## src/design/gpio_controller_edge_irq_unit_assert.svh

```systemverilog
// Assertion macros for the GPIO edge-interrupt controller.
// Included by RTL files that carry concurrent checks; no other dependencies.
`ifndef GPIO_CONTROLLER_EDGE_IRQ_UNIT_ASSERT_SVH
`define GPIO_CONTROLLER_EDGE_IRQ_UNIT_ASSERT_SVH

`ifndef SYNTHESIS
// Clocked check, disabled while reset is asserted
`define GPIOEI_ASSERT(label, clk, rst_n, prop, msg) \
    label: assert property (@(posedge clk) disable iff (!rst_n) prop) else $error(msg);
// Clocked check that also runs during reset
`define GPIOEI_ASSERT_ALWAYS(label, clk, prop, msg) \
    label: assert property (@(posedge clk) prop) else $error(msg);
`else
`define GPIOEI_ASSERT(label, clk, rst_n, prop, msg)
`define GPIOEI_ASSERT_ALWAYS(label, clk, prop, msg)
`endif

`endif

```

## src/design/gpioei_pkg.sv

```systemverilog
// Shared constants for the GPIO edge-interrupt controller: field widths,
// operation codes, register word offsets, the PWM window and status bits. No dependencies.
`default_nettype none

package gpioei_pkg;

    // Field widths
    localparam int ADDR_W  = 16;
    localparam int DATA_W  = 32;
    localparam int PIN_W   = 5;
    localparam int OP_W    = 2;
    localparam int WORD_W  = ADDR_W - 2;

    // Operation codes
    localparam logic [OP_W-1:0] OP_READ  = 2'd0;
    localparam logic [OP_W-1:0] OP_WRITE = 2'd1;
    localparam logic [OP_W-1:0] OP_PIN   = 2'd2;

    // Register word offsets (byte offset / 4)
    localparam logic [WORD_W-1:0] W_INPUT    = 14'h0000;
    localparam logic [WORD_W-1:0] W_OE       = 14'h0001;
    localparam logic [WORD_W-1:0] W_IRQ_MASK = 14'h0002;
    localparam logic [WORD_W-1:0] W_PENDING  = 14'h0003;
    localparam logic [WORD_W-1:0] W_OUT      = 14'h0004;
    localparam logic [WORD_W-1:0] W_OUT_SET  = 14'h0005;
    localparam logic [WORD_W-1:0] W_OUT_CLR  = 14'h0006;
    localparam logic [WORD_W-1:0] W_OE_SET   = 14'h0007;
    localparam logic [WORD_W-1:0] W_OE_CLR   = 14'h0008;
    localparam logic [WORD_W-1:0] W_DEBOUNCE = 14'h0009;
    localparam logic [WORD_W-1:0] W_RISE_EN  = 14'h000A;
    localparam logic [WORD_W-1:0] W_FALL_EN  = 14'h000B;
    localparam logic [WORD_W-1:0] W_RISE_PND = 14'h000C;
    localparam logic [WORD_W-1:0] W_FALL_PND = 14'h000D;
    localparam logic [WORD_W-1:0] W_STATUS   = 14'h000F;
    localparam logic [WORD_W-1:0] W_INVERT   = 14'h0010;
    localparam logic [WORD_W-1:0] W_DIVIDER  = 14'h0012;
    localparam logic [WORD_W-1:0] W_PWM_TMR  = 14'h0013;
    localparam logic [WORD_W-1:0] W_PULL_EN  = 14'h0014;
    localparam logic [WORD_W-1:0] W_PULL_SNS = 14'h0015;

    // Per-pin PWM window, byte addresses inclusive
    localparam logic [ADDR_W-1:0] PWM_FIRST   = 16'h0080;
    localparam logic [ADDR_W-1:0] PWM_LAST    = 16'h017F;
    localparam int                PWM_ENTRIES = 32;
    localparam int                PWM_IDX_W   = 5;

    // Status word bits
    localparam logic [DATA_W-1:0] STATUS_RISE = 32'h0000_0001;
    localparam logic [DATA_W-1:0] STATUS_FALL = 32'h0000_0002;

endpackage

`default_nettype wire

```

## src/design/gpioei_if.sv

```systemverilog
// Valid/ready channel interfaces for the GPIO edge-interrupt controller.
// Depends on gpioei_pkg for field widths.
`default_nettype none

interface gpioei_cmd_if;
    import gpioei_pkg::*;

    logic              valid;
    logic              ready;
    logic [OP_W-1:0]   operation;
    logic [ADDR_W-1:0] address;
    logic [DATA_W-1:0] write_data;
    logic [PIN_W-1:0]  pin_index;
    logic              pin_level;

    modport source (
        output valid, operation, address, write_data, pin_index, pin_level,
        input  ready
    );
    modport sink (
        input  valid, operation, address, write_data, pin_index, pin_level,
        output ready
    );
endinterface

interface gpioei_rsp_if;
    import gpioei_pkg::*;

    logic              valid;
    logic              ready;
    logic [DATA_W-1:0] read_data;
    logic              irq_line;
    logic [DATA_W-1:0] pin_drive;

    modport source (
        output valid, read_data, irq_line, pin_drive,
        input  ready
    );
    modport sink (
        input  valid, read_data, irq_line, pin_drive,
        output ready
    );
endinterface

`default_nettype wire

```

## src/design/gpio_controller_edge_irq_unit.sv

```systemverilog
// GPIO edge-interrupt controller: responses are valid the cycle after the command beat;
// throughput 1 command per cycle while the response side takes a beat each cycle.
// All state updates and the response are computed in one pass and land in the
// register file and the response register at the same edge.
// rst_n (async, active low) clears the register file, all PWM words and the response valid.
// Depends on gpioei_pkg, gpioei_if and gpio_controller_edge_irq_unit_assert.svh.
`default_nettype none
`include "gpio_controller_edge_irq_unit_assert.svh"

module gpio_controller_edge_irq_unit #(
    parameter int NUM_PINS = 32
) (
    input  wire logic     clk,
    input  wire logic     rst_n,
    gpioei_cmd_if.sink    cmd,
    gpioei_rsp_if.source  rsp
);
    import gpioei_pkg::*;

    localparam logic [DATA_W-1:0] PIN_MASK  = 32'hFFFF_FFFF >> (32 - NUM_PINS);
    localparam logic [PIN_W:0]    PIN_LIMIT = (PIN_W + 1)'(NUM_PINS);

    // Register file
    logic [DATA_W-1:0] input_reg,    input_next;
    logic [DATA_W-1:0] oe_reg,       oe_next;
    logic [DATA_W-1:0] irq_mask_reg, irq_mask_next;
    logic [DATA_W-1:0] out_reg,      out_next;
    logic [DATA_W-1:0] debounce_reg, debounce_next;
    logic [DATA_W-1:0] rise_en_reg,  rise_en_next;
    logic [DATA_W-1:0] fall_en_reg,  fall_en_next;
    logic [DATA_W-1:0] rise_pnd_reg, rise_pnd_next;
    logic [DATA_W-1:0] fall_pnd_reg, fall_pnd_next;
    logic [DATA_W-1:0] invert_reg,   invert_next;
    logic [DATA_W-1:0] divider_reg,  divider_next;
    logic [DATA_W-1:0] pwm_tmr_reg,  pwm_tmr_next;
    logic [DATA_W-1:0] pull_en_reg,  pull_en_next;
    logic [DATA_W-1:0] pull_sns_reg, pull_sns_next;
    logic [DATA_W-1:0] pwm_duty_reg   [PWM_ENTRIES];
    logic [DATA_W-1:0] pwm_reload_reg [PWM_ENTRIES];

    // Response register
    logic              rsp_valid_reg;
    logic [DATA_W-1:0] read_data_reg, read_data_next;
    logic              irq_reg,       irq_next;
    logic [DATA_W-1:0] drive_reg,     drive_next;

    // Decode
    logic                 accept;
    logic [WORD_W-1:0]    word;
    logic                 pwm_hit;
    logic [PWM_IDX_W-1:0] pwm_idx;
    logic                 pwm_odd;
    logic                 pwm_we;
    logic                 pwm_rd;
    logic                 rise_any;
    logic                 fall_any;

    assign accept    = cmd.valid && cmd.ready;
    assign cmd.ready = !rsp_valid_reg || rsp.ready;
    assign word      = cmd.address[ADDR_W-1:2];
    assign pwm_hit   = (cmd.address >= PWM_FIRST) && (cmd.address <= PWM_LAST);
    assign pwm_idx   = cmd.address[PWM_IDX_W+2:3];
    assign pwm_odd   = cmd.address[2];
    assign rise_any  = |(rise_pnd_reg & rise_en_reg);
    assign fall_any  = |(fall_pnd_reg & fall_en_reg);

    // Next state and response for the accepted beat
    always_comb
    begin
        logic [DATA_W-1:0] pin_bit;
        logic [DATA_W-1:0] level_next;
        logic [DATA_W-1:0] edge_bits;
        logic [DATA_W-1:0] seen;

        input_next     = input_reg;
        oe_next        = oe_reg;
        irq_mask_next  = irq_mask_reg;
        out_next       = out_reg;
        debounce_next  = debounce_reg;
        rise_en_next   = rise_en_reg;
        fall_en_next   = fall_en_reg;
        rise_pnd_next  = rise_pnd_reg;
        fall_pnd_next  = fall_pnd_reg;
        invert_next    = invert_reg;
        divider_next   = divider_reg;
        pwm_tmr_next   = pwm_tmr_reg;
        pull_en_next   = pull_en_reg;
        pull_sns_next  = pull_sns_reg;
        read_data_next = '0;
        pwm_we         = 1'b0;
        pwm_rd         = 1'b0;

        pin_bit    = DATA_W'(1) << cmd.pin_index;
        level_next = cmd.pin_level ? (input_reg | pin_bit) : (input_reg & ~pin_bit);
        edge_bits  = input_reg ^ level_next;
        seen       = level_next ^ invert_reg;

        if (accept)
        begin
            case (cmd.operation)
                OP_READ:
                begin
                    case (word)
                        W_INPUT:    read_data_next = input_reg;
                        W_OE:       read_data_next = oe_reg;
                        W_IRQ_MASK: read_data_next = irq_mask_reg;
                        W_PENDING:  read_data_next = rise_pnd_reg | fall_pnd_reg;
                        W_OUT:      read_data_next = out_reg;
                        W_DEBOUNCE: read_data_next = debounce_reg;
                        W_RISE_EN:  read_data_next = rise_en_reg;
                        W_FALL_EN:  read_data_next = fall_en_reg;
                        W_RISE_PND: read_data_next = rise_pnd_reg;
                        W_FALL_PND: read_data_next = fall_pnd_reg;
                        W_STATUS:   read_data_next = (rise_any ? STATUS_RISE : '0)
                                                   | (fall_any ? STATUS_FALL : '0);
                        W_INVERT:   read_data_next = invert_reg;
                        W_DIVIDER:  read_data_next = divider_reg;
                        W_PWM_TMR:  read_data_next = pwm_tmr_reg;
                        W_PULL_EN:  read_data_next = pull_en_reg;
                        W_PULL_SNS: read_data_next = pull_sns_reg;
                        default:    pwm_rd         = pwm_hit;
                    endcase
                end
                OP_WRITE:
                begin
                    case (word)
                        W_OE:       oe_next       = cmd.write_data;
                        W_IRQ_MASK: irq_mask_next = cmd.write_data;
                        W_PENDING:
                        begin
                            rise_pnd_next = rise_pnd_reg & ~cmd.write_data;
                            fall_pnd_next = fall_pnd_reg & ~cmd.write_data;
                        end
                        W_OUT:      out_next      = cmd.write_data;
                        W_OUT_SET:  out_next      = out_reg | cmd.write_data;
                        W_OUT_CLR:  out_next      = out_reg & ~cmd.write_data;
                        W_OE_SET:   oe_next       = oe_reg | cmd.write_data;
                        W_OE_CLR:   oe_next       = oe_reg & ~cmd.write_data;
                        W_DEBOUNCE: debounce_next = cmd.write_data;
                        W_RISE_EN:  rise_en_next  = cmd.write_data;
                        W_FALL_EN:  fall_en_next  = cmd.write_data;
                        W_RISE_PND: rise_pnd_next = rise_pnd_reg & ~cmd.write_data;
                        W_FALL_PND: fall_pnd_next = fall_pnd_reg & ~cmd.write_data;
                        W_INVERT:   invert_next   = cmd.write_data;
                        W_DIVIDER:  divider_next  = cmd.write_data;
                        W_PWM_TMR:  pwm_tmr_next  = cmd.write_data;
                        W_PULL_EN:  pull_en_next  = cmd.write_data;
                        W_PULL_SNS: pull_sns_next = cmd.write_data;
                        default:    pwm_we        = pwm_hit;
                    endcase
                end
                OP_PIN:
                begin
                    // Store the new level first, then flag the edge after inversion
                    if ({1'b0, cmd.pin_index} < PIN_LIMIT)
                    begin
                        rise_pnd_next = rise_pnd_reg | (edge_bits & seen);
                        fall_pnd_next = fall_pnd_reg | (edge_bits & ~seen);
                        input_next    = level_next;
                    end
                end
                default: ;
            endcase
        end

        irq_next   = (|(rise_pnd_next & rise_en_next)) || (|(fall_pnd_next & fall_en_next));
        drive_next = out_next & oe_next & PIN_MASK;
    end

    // Register file update
    always_ff @(posedge clk or negedge rst_n)
    begin
        if (!rst_n)
        begin
            input_reg    <= '0;
            oe_reg       <= '0;
            irq_mask_reg <= '0;
            out_reg      <= '0;
            debounce_reg <= '0;
            rise_en_reg  <= '0;
            fall_en_reg  <= '0;
            rise_pnd_reg <= '0;
            fall_pnd_reg <= '0;
            invert_reg   <= '0;
            divider_reg  <= '0;
            pwm_tmr_reg  <= '0;
            pull_en_reg  <= '0;
            pull_sns_reg <= '0;
        end
        else
        begin
            input_reg    <= input_next;
            oe_reg       <= oe_next;
            irq_mask_reg <= irq_mask_next;
            out_reg      <= out_next;
            debounce_reg <= debounce_next;
            rise_en_reg  <= rise_en_next;
            fall_en_reg  <= fall_en_next;
            rise_pnd_reg <= rise_pnd_next;
            fall_pnd_reg <= fall_pnd_next;
            invert_reg   <= invert_next;
            divider_reg  <= divider_next;
            pwm_tmr_reg  <= pwm_tmr_next;
            pull_en_reg  <= pull_en_next;
            pull_sns_reg <= pull_sns_next;
        end
    end

    // PWM word store: one write port, reads land in the response register below
    always_ff @(posedge clk or negedge rst_n)
    begin
        if (!rst_n)
        begin
            for (int i = 0; i < PWM_ENTRIES; i++)
            begin
                pwm_duty_reg[i]   <= '0;
                pwm_reload_reg[i] <= '0;
            end
        end
        else if (pwm_we)
        begin
            if (pwm_odd)
            begin
                pwm_reload_reg[pwm_idx] <= cmd.write_data;
            end
            else
            begin
                pwm_duty_reg[pwm_idx] <= cmd.write_data;
            end
        end
    end

    // Response valid: set on accept, drop once the beat is taken
    always_ff @(posedge clk or negedge rst_n)
    begin
        if (!rst_n)
        begin
            rsp_valid_reg <= 1'b0;
        end
        else if (accept)
        begin
            rsp_valid_reg <= 1'b1;
        end
        else if (rsp.ready)
        begin
            rsp_valid_reg <= 1'b0;
        end
    end

    // Response payload: load on accept, hold otherwise
    always_ff @(posedge clk)
    begin
        if (accept)
        begin
            if (pwm_rd)
            begin
                read_data_reg <= pwm_odd ? pwm_reload_reg[pwm_idx] : pwm_duty_reg[pwm_idx];
            end
            else
            begin
                read_data_reg <= read_data_next;
            end
            irq_reg   <= irq_next;
            drive_reg <= drive_next;
        end
    end

    assign rsp.valid     = rsp_valid_reg;
    assign rsp.read_data = read_data_reg;
    assign rsp.irq_line  = irq_reg;
    assign rsp.pin_drive = drive_reg;

    // Checks
    `GPIOEI_ASSERT(a_irq_matches_state, clk, rst_n,
        $past(accept) |-> (rsp.irq_line == (rise_any || fall_any)),
        "irq_line does not match pending and enable registers")
    `GPIOEI_ASSERT(a_pending_set_by_pin, clk, rst_n,
        (|((rise_pnd_reg & ~$past(rise_pnd_reg)) | (fall_pnd_reg & ~$past(fall_pnd_reg))))
            |-> $past(accept && (cmd.operation == OP_PIN)),
        "event bit set without a pin change")
    `GPIOEI_ASSERT(a_one_level_at_a_time, clk, rst_n,
        $countones(input_reg ^ $past(input_reg)) <= 1,
        "more than one input level changed in one beat")
    `GPIOEI_ASSERT_ALWAYS(a_drive_masked, clk,
        rsp.valid |-> ((rsp.pin_drive & ~PIN_MASK) == '0),
        "pin_drive has bits above the pin count")

endmodule

`default_nettype wire
```

## src/flat_wrapper.sv

```systemverilog
// flat-port wrapper written by rule: the top's interface ports become plain ports
module gpio_controller_edge_irq_unit_flat import gpioei_pkg::*;
#(
    parameter int NUM_PINS = 32
)
  (clk, rst_n, cmd_valid, cmd_operation, cmd_address, cmd_write_data, cmd_pin_index, cmd_pin_level, cmd_ready, rsp_valid, rsp_read_data, rsp_irq_line, rsp_pin_drive, rsp_ready);
  gpioei_cmd_if cmd_i ();
  gpioei_rsp_if rsp_i ();
  input  wire logic clk;
  input  wire logic rst_n;
  input wire logic [$bits(cmd_i.valid)-1:0] cmd_valid;
  input wire logic [$bits(cmd_i.operation)-1:0] cmd_operation;
  input wire logic [$bits(cmd_i.address)-1:0] cmd_address;
  input wire logic [$bits(cmd_i.write_data)-1:0] cmd_write_data;
  input wire logic [$bits(cmd_i.pin_index)-1:0] cmd_pin_index;
  input wire logic [$bits(cmd_i.pin_level)-1:0] cmd_pin_level;
  output wire logic [$bits(cmd_i.ready)-1:0] cmd_ready;
  output wire logic [$bits(rsp_i.valid)-1:0] rsp_valid;
  output wire logic [$bits(rsp_i.read_data)-1:0] rsp_read_data;
  output wire logic [$bits(rsp_i.irq_line)-1:0] rsp_irq_line;
  output wire logic [$bits(rsp_i.pin_drive)-1:0] rsp_pin_drive;
  input wire logic [$bits(rsp_i.ready)-1:0] rsp_ready;
  assign cmd_i.valid = cmd_valid;
  assign cmd_i.operation = cmd_operation;
  assign cmd_i.address = cmd_address;
  assign cmd_i.write_data = cmd_write_data;
  assign cmd_i.pin_index = cmd_pin_index;
  assign cmd_i.pin_level = cmd_pin_level;
  assign cmd_ready = cmd_i.ready;
  assign rsp_valid = rsp_i.valid;
  assign rsp_read_data = rsp_i.read_data;
  assign rsp_irq_line = rsp_i.irq_line;
  assign rsp_pin_drive = rsp_i.pin_drive;
  assign rsp_i.ready = rsp_ready;
  gpio_controller_edge_irq_unit #(.NUM_PINS(NUM_PINS)) u_core (.clk(clk), .rst_n(rst_n), .cmd(cmd_i), .rsp(rsp_i));
endmodule
```

## config.mk

```make
export PLATFORM = sky130hd
export DESIGN_NAME = gpio_controller_edge_irq_unit_flat
export DESIGN_NICKNAME = d
export VERILOG_FILES = /design/src/design/gpioei_pkg.sv /design/src/design/gpioei_if.sv /design/src/design/gpio_controller_edge_irq_unit.sv /design/src/flat_wrapper.sv
export VERILOG_INCLUDE_DIRS = /design/src /design/src/design
export SDC_FILE = /design/constraint.sdc
export NUM_CORES = 2
export LEC_CHECK = 0
export BUFFER_PORTS_ARGS = -buffer_cell sky130_fd_sc_hd__buf_2
export CORE_MARGIN = 2
export CORE_UTILIZATION = 30
export DETAILED_ROUTE_END_ITERATION = 16
export PLACE_DENSITY_LB_ADDON = 0.12
export SLEW_MARGIN = 0
export SYNTH_ARGS = -nofsm -noshare
export SYNTH_HDL_FRONTEND = slang
export SYNTH_SLANG_ARGS = --single-unit
```

## constraint.sdc

```tcl
create_clock -name clk -period 6.4 [get_ports clk]
set_input_delay 0.64 -clock clk [delete_from_list [all_inputs] [get_ports clk]]
set_output_delay 0.64 -clock clk [all_outputs]
set_load 0.01 [all_outputs]
```

---- Word level (Yosys, flattened, before mapping) ----
Index checks and enable logic that the tools add are counted.
operators by class
  bitwise logic cells ..................... 26
  shifts and indexed selects .............. 1
  equality and inequality tests ........... 21
  reduce and logical (&&, ||, !) cells .... 27
  multiplexer cells ....................... 43
  order comparisons ....................... 4
operator list
  operator                                                             count
  bitwise mux 1024 bit                                                 2
  2-to-1 mux 32 bit                                                    23
  one-hot mux 32 bit (16 select lines)                                 1
  AND 32 bit                                                           12
  binary-select mux 32 bit (select 5 bit)                              2
  OR 32 bit                                                            7
  one-hot mux 32 bit (3 select lines)                                  2
  demux 32 bit (select 5 bit)                                          1
  one-hot mux 32 bit (2 select lines)                                  2
  OR reduction 32 bit                                                  4
  equality test 14 x 4 -> 1 bit (second input constant)                7
  NOT 32 bit                                                           3
  equality test 14 x 5 -> 1 bit (second input constant)                5
  XOR 32 bit                                                           2
  equality test 14 x 3 -> 1 bit (second input constant)                4
  left shift 1 x 5 -> 32 bit (first input constant)                    1
  equality test 14 x 2 -> 1 bit (second input constant)                2
  AND reduction 3 bit                                                  7
  OR reduction 18 bit                                                  1
  greater-or-equal comparator 16 x 8 -> 1 bit (second input constant)  1
  <= comparator 16 x 9 -> 1 bit (second input constant)                1
  OR reduction 16 bit                                                  1
  equality test 14 x 1 -> 1 bit (second input constant)                1
  zero test 14 bit                                                     1
  15 further kinds                                                     29
storage, ports and cells
  register bits after elaboration ......... 2562
  output and inout port bits .............. 67
  bits of input ports ..................... 60
  word-level logic and storage cells ...... 204

---- Logic depth before layout (Yosys ltp) ----
  word-level depth ........................ 13
  gate-level depth with buffers ........... 12
  depth with buffers taken out ............ 10

---- Least setup slack after synthesis ----
OpenSTA, ideal clock, no wires.
  path kind ............................... in2reg
  start point ............................. in rsp_ready
  end point ............................... reg u_core.read_data_reg[0], in the netlist u_core.rsp.read_data[0] (data pin)
  cell stages on the path ................. 7
  data required time ...................... 6.143 ns
  path buffers ............................ 1
  setup time .............................. 0.257 ns
  slack ................................... 1.236 ns
  arrival time ............................ 4.907 ns
  cell sequence ........................... nor2b_1 -> clkbuf_1 -> nor2_1 -> nand4_1 -> nand3_1 -> clkinv_1 -> a32o_1
on the way
  longest elaborated chain between the ends .. 4
ends and longest elaborated chain
  item                  RTL line                              RTL
  from (decl)           flat_wrapper.sv:22                    input wire logic [$bits(rsp_i.ready)-1:0] rsp_ready;
  logical OR 1 bit      gpio_controller_edge_irq_unit.sv:59   assign cmd.ready = !rsp_valid_reg || rsp.ready;
  logical AND 1 bit     gpio_controller_edge_irq_unit.sv:58   assign accept = cmd.valid && cmd.ready;
  via u_core.accept     gpio_controller_edge_irq_unit.sv:48   logic accept;
  2-to-1 mux 1 bit      gpio_controller_edge_irq_unit.sv:98   if (accept)
  2-to-1 mux 32 bit     gpio_controller_edge_irq_unit.sv:255  if (pwm_rd)
  to (signal assigned)  gpio_controller_edge_irq_unit.sv:257  read_data_reg <= pwm_odd ? pwm_reload_reg[pwm_idx] : pwm_duty_reg[pwm_idx];
  to (signal assigned)  gpio_controller_edge_irq_unit.sv:261  read_data_reg <= read_data_next;
  to (decl)             gpio_controller_edge_irq_unit.sv:43   logic [DATA_W-1:0] read_data_reg, read_data_next;
The timed path passes the listed nets, and every way through them passes these cells.
A chain may end at the register's enable or synchronous reset.

---- Final worst setup path ----
  start point ............................. reg u_core.rsp_valid_reg, in the netlist u_core.rsp.valid
  end point ............................... reg u_core.irq_reg, in the netlist u_core.rsp.irq_line (data pin)
on the way
  longest elaborated chain between the ends .. 7
  elaborated cells on any way between the ends .. 12
  classes of those cells .................. mux (4); bitwise (2); reduce/logical (6)
ends and longest elaborated chain
  item                    RTL line                              RTL
  from (decl)             gpio_controller_edge_irq_unit.sv:42   logic rsp_valid_reg;
  from (signal assigned)  gpio_controller_edge_irq_unit.sv:238  rsp_valid_reg <= 1'b0;
  from (signal assigned)  gpio_controller_edge_irq_unit.sv:242  rsp_valid_reg <= 1'b1;
  from (signal assigned)  gpio_controller_edge_irq_unit.sv:246  rsp_valid_reg <= 1'b0;
  zero test 1 bit (*)     gpio_controller_edge_irq_unit.sv:59
  logical OR 1 bit (*)    gpio_controller_edge_irq_unit.sv:59
  logical AND 1 bit (*)   gpio_controller_edge_irq_unit.sv:58
  2-to-1 mux 32 bit       gpio_controller_edge_irq_unit.sv:98
  AND 32 bit              gpio_controller_edge_irq_unit.sv:166  irq_next = (|(rise_pnd_next & rise_en_next)) || (|(fall_pnd_next & fall_en_next));
  OR reduction 32 bit     gpio_controller_edge_irq_unit.sv:166
  logical OR 1 bit (*)    gpio_controller_edge_irq_unit.sv:166
  via u_core.irq_next     gpio_controller_edge_irq_unit.sv:44   logic irq_reg, irq_next;
  to (signal assigned)    gpio_controller_edge_irq_unit.sv:263  irq_reg <= irq_next;
  to (decl)               gpio_controller_edge_irq_unit.sv:44
Mark *: on every way through the listed nets, which the timed path passes. The rest lies on a longest branch.

==> results_dict.tcl <==
set metrics [dict create \
    syn_inst 8210 \
    yosysMostFrequentCell "dfrtp_1" \
    synthMuxAreaShare_pct 32.9 \
    std_cell_rows 229 \
    setup_ws_ns 1.64 \
    p_clk_share_pct 48.5 \
    p_sw_share_pct 24.5 \
    grt_usage_pct 21.4 \
    start_kind "flop" \
    r2r-start "u_core.rsp.valid" \
    cp_max_fo 32 \
    io-pin-count 127 \
    p_seq_share_pct 46.5 \
    cts_tree "done" \
    place.gp.congestion 0.888 \
    grt_overflow_total 0 \
    syn_area_um2 117000 \
    fp.dieW_um 629 \
    hp-start "cmd_write_data[27]" \
    die_h_um 629 \
    synth_top_cell_by_area "dfrtp_1" \
    critPathKind "reg -> reg" \
    combPwrFrac_pct 5.0 \
    worst_pin_slew_ns 1.27 \
    final_util_pct 34.6 \
    cap_violations 0 \
    critPathRequiredTime_ns 7.01 \
    rsz0062_at_grt "false" \
    postRouteAntennaNets 0 \
    maxClockFrequency_mhz 210 \
    synth_fa_ha_area_share_pct 0.0320 \
    hold_path.class "in -> reg" \
    clk_pin_slew_ns 0.06 \
    dp_hpwl_um 264000 \
    tns_ns 0 \
    first_pass_iters 8 \
    routed_wl_um 430000 \
    finalMaxSlewViolations 0 \
    dpl_cell_area_um2 125000 \
    drc 0 \
    grt_pass1_vias 77800 \
    port-buffer-count 124 \
    grt_max_degree 179 \
    p_int_mw 26.9 \
    peakVddDrop_mv 0.195 \
    yosysUniqueCellTypes 75 \
    rr_worst_depth 12 \
    synthTopCellsByArea "dfrtp_1 (53%), mux2_2 (22%), mux4_2 (10%)" \
    drive_gt1_share_pct 45.5 \
    holdPathStages 3 \
    synth_common_cells "dfrtp_1 (2497), mux2_2 (2301), clkbuf_1 (592)" \
    ys_seq_area_share_pct 55.0 \
    ys_warn_count 0 \
    r2r-end "u_core.rsp.irq_line" \
    synth_top_family_by_area "multiplexers" \
    vias 74100 \
    synth_compound_area_share_pct 5.23 \
    slew-limit-headroom_pct 15.0 \
    synth.avg_cell_area_um2 14.3 \
    synthXorXnorAreaFrac_pct 0.00748 \
    clock_path_buffers 4 \
    synthFlopType "dfrtp_1" \
    synth_edf_count 65 \
    syn_to_final_growth_pct 14.9 \
    status "finished, final reports clean" \
    antenna_found_initial 28 \
    synth_top_area_share_pct 53.3 \
    core_um2 389000 \
    cts_resized 0 \
    p_leak_nw 63.2 \
    power_switching_mw 8.74 \
    fin_crit_ns 4.76 \
    skew_ns 0.0337 \
    arrival_ns 5.37 \
    finish.net_count 8228 \
    post-place-ws_ns 1.23 \
    clk-insertion-delay-late_ns 0.91 \
    numCtsBuffers 304 \
    setup_viol 0 \
    synth_fp_nets 8273 \
    die_area_um2 395000 \
    rrSetupSlack_ns 1.64 \
    hold_end "u_core.oe_reg[27]" \
    crit_path_end_kind "flop" \
    nFillCells 37700 \
    start_util_pct 30.1 \
    finalHoldViolations 0 \
    powerDensity_nw_per_um2 265 \
    grt_pass1_wl_um 613000 \
    wl_per_cell_um 31.6 \
    drtIter0Drc 5833 \
    clock_sinks 2562 \
    finish.instance_area_um2 135000 \
    root_buffer "clkbuf_16" \
    synthSimpleGateAreaFrac_pct 4.20 \
    post-route-period-util_pct 74.3 \
    viasPerCell 5.44 \
    ys_ff_latch 2562 \
    whs_ns 0.0760 \
    cts_htree_levels 5 \
    async_reset_ff_share_pct 97.5 \
]
==> kinds of logic after synthesis <==
group,count (synthesis)
multiplexers,2902
flip-flops,2562
AND/OR/NAND/NOR,1058
AO/OA/AOI/OAI,877
buffers and inverters,807
adder cells (fa/ha/maj),3
XOR/XNOR,1
==> per-stage QoR <==
stage / power (mW) / std cells
2_1_floorplan: 17.5 / 8210
3_3_place_gp: 18.7 / 13000
3_5_place_dp: 18.7 / 13000
4_1_cts: 36.2 / 13600
5_1_grt: 36.9 / 13600
6_report: 35.7 / 13600
==> cell usage in the layout (no fill, tap or decap), types with 13 or more instances in the layout <==
cell type,Yosys,final
nand2_1,493,445
buf_2,53,86
buf_4,0,287
a31o_2,15,15
nand2b_1,66,66
nand3_1,111,111
diode_2,0,35
nor2_1,160,131
o211ai_1,13,13
mux4_2,524,524
a221oi_1,33,33
nor2_4,0,23
a222oi_1,52,52
mux2i_1,77,77
o32ai_1,19,19
buf_12,0,50
nor2b_1,39,39
clkbuf_1,592,92
dfrtp_1,2497,2497
nand4_1,48,48
a22o_1,40,40
a32o_1,29,29
a31oi_1,28,28
and2_1,43,41
nor3_1,29,16
nand2_2,0,48
inv_1,21,18
nor3_2,2,14
a21oi_1,141,141
edfxtp_1,65,65
o21ai_0,189,186
clkbuf_16,0,312
a22oi_1,232,232
clkbuf_8,0,66
mux2_2,2301,2301
clkinv_2,0,30
==> per-layer routing <==
layer | track usage, % | share of wire (%)
met5 | 0 | 0.011
met3 | 2.78 | 4.3
met2 | 35.5 | 48
met4 | 6.45 | 3.1
met1 | 29.3 | 45
==> power groups by stage <==
stage               clock network, mW  logic (mW)  registers (mW)
floorplan                           0       0.791            16.8
global placement                    0        1.80            16.9
detailed placement                  0        1.83            16.9
CTS                              17.8        1.84            16.6
global route                     18.4        1.94            16.6
finish                           17.3        1.80            16.6
==> cell type report <==
class | count | area [um^2] | share of cell area (%)
clock inverter | 61 | 672 | 0.499
antenna | 35 | 87.6 | 0.0651
tap | 5197 | 6500 | 4.83
multi-input combinational | 4841 | 50000 | 37.2
clock buffer | 470 | 9060 | 6.73
timing repair buffer | 434 | 3710 | 2.75
inverter | 22 | 86.3 | 0.0642
sequential | 2562 | 64400 | 47.9
==> repair_timing <==
| action | in CTS | in global routing |
|---|---|---|
| hold endpoints to repair | 78 | 0 |
| buffers inserted | 0 | 0 |
| hold buffers | 8 | 0 |
==> worst max-delay path by stage <==
stage / cells after the start / end / startpoint / slack (ns)
2_1_floorplan: 7 / u_core.rsp.read_data[0] / rsp_ready / 1.24
3_3_place_gp: 14 / u_core.rsp.irq_line / cmd_operation[0] / 1.25
3_5_place_dp: 14 / u_core.rsp.irq_line / cmd_operation[1] / 1.23
4_1_cts: 12 / u_core.rsp.irq_line / u_core.rsp.valid / 1.69
5_1_grt: 12 / u_core.rsp.irq_line / u_core.rsp.valid / 1.37
6_report: 12 / u_core.rsp.irq_line / u_core.rsp.valid / 1.64
==> worst max-delay path, cell delays in order, from the launching register on <==
cell,delay (ns)
dfrtp_1,0.33
nor2b_1,0.68
inv_1,0.34
nand3_1,0.36
buf_4,0.34
nor3_2,0.07
buf_4,0.32
nand2_1,0.16
a21boi_0,0.23
a2111oi_0,0.71
buf_4,0.22
nand4_1,0.08
or4_1,0.61
No activity file was read; power rests on OpenSTA's default activity.
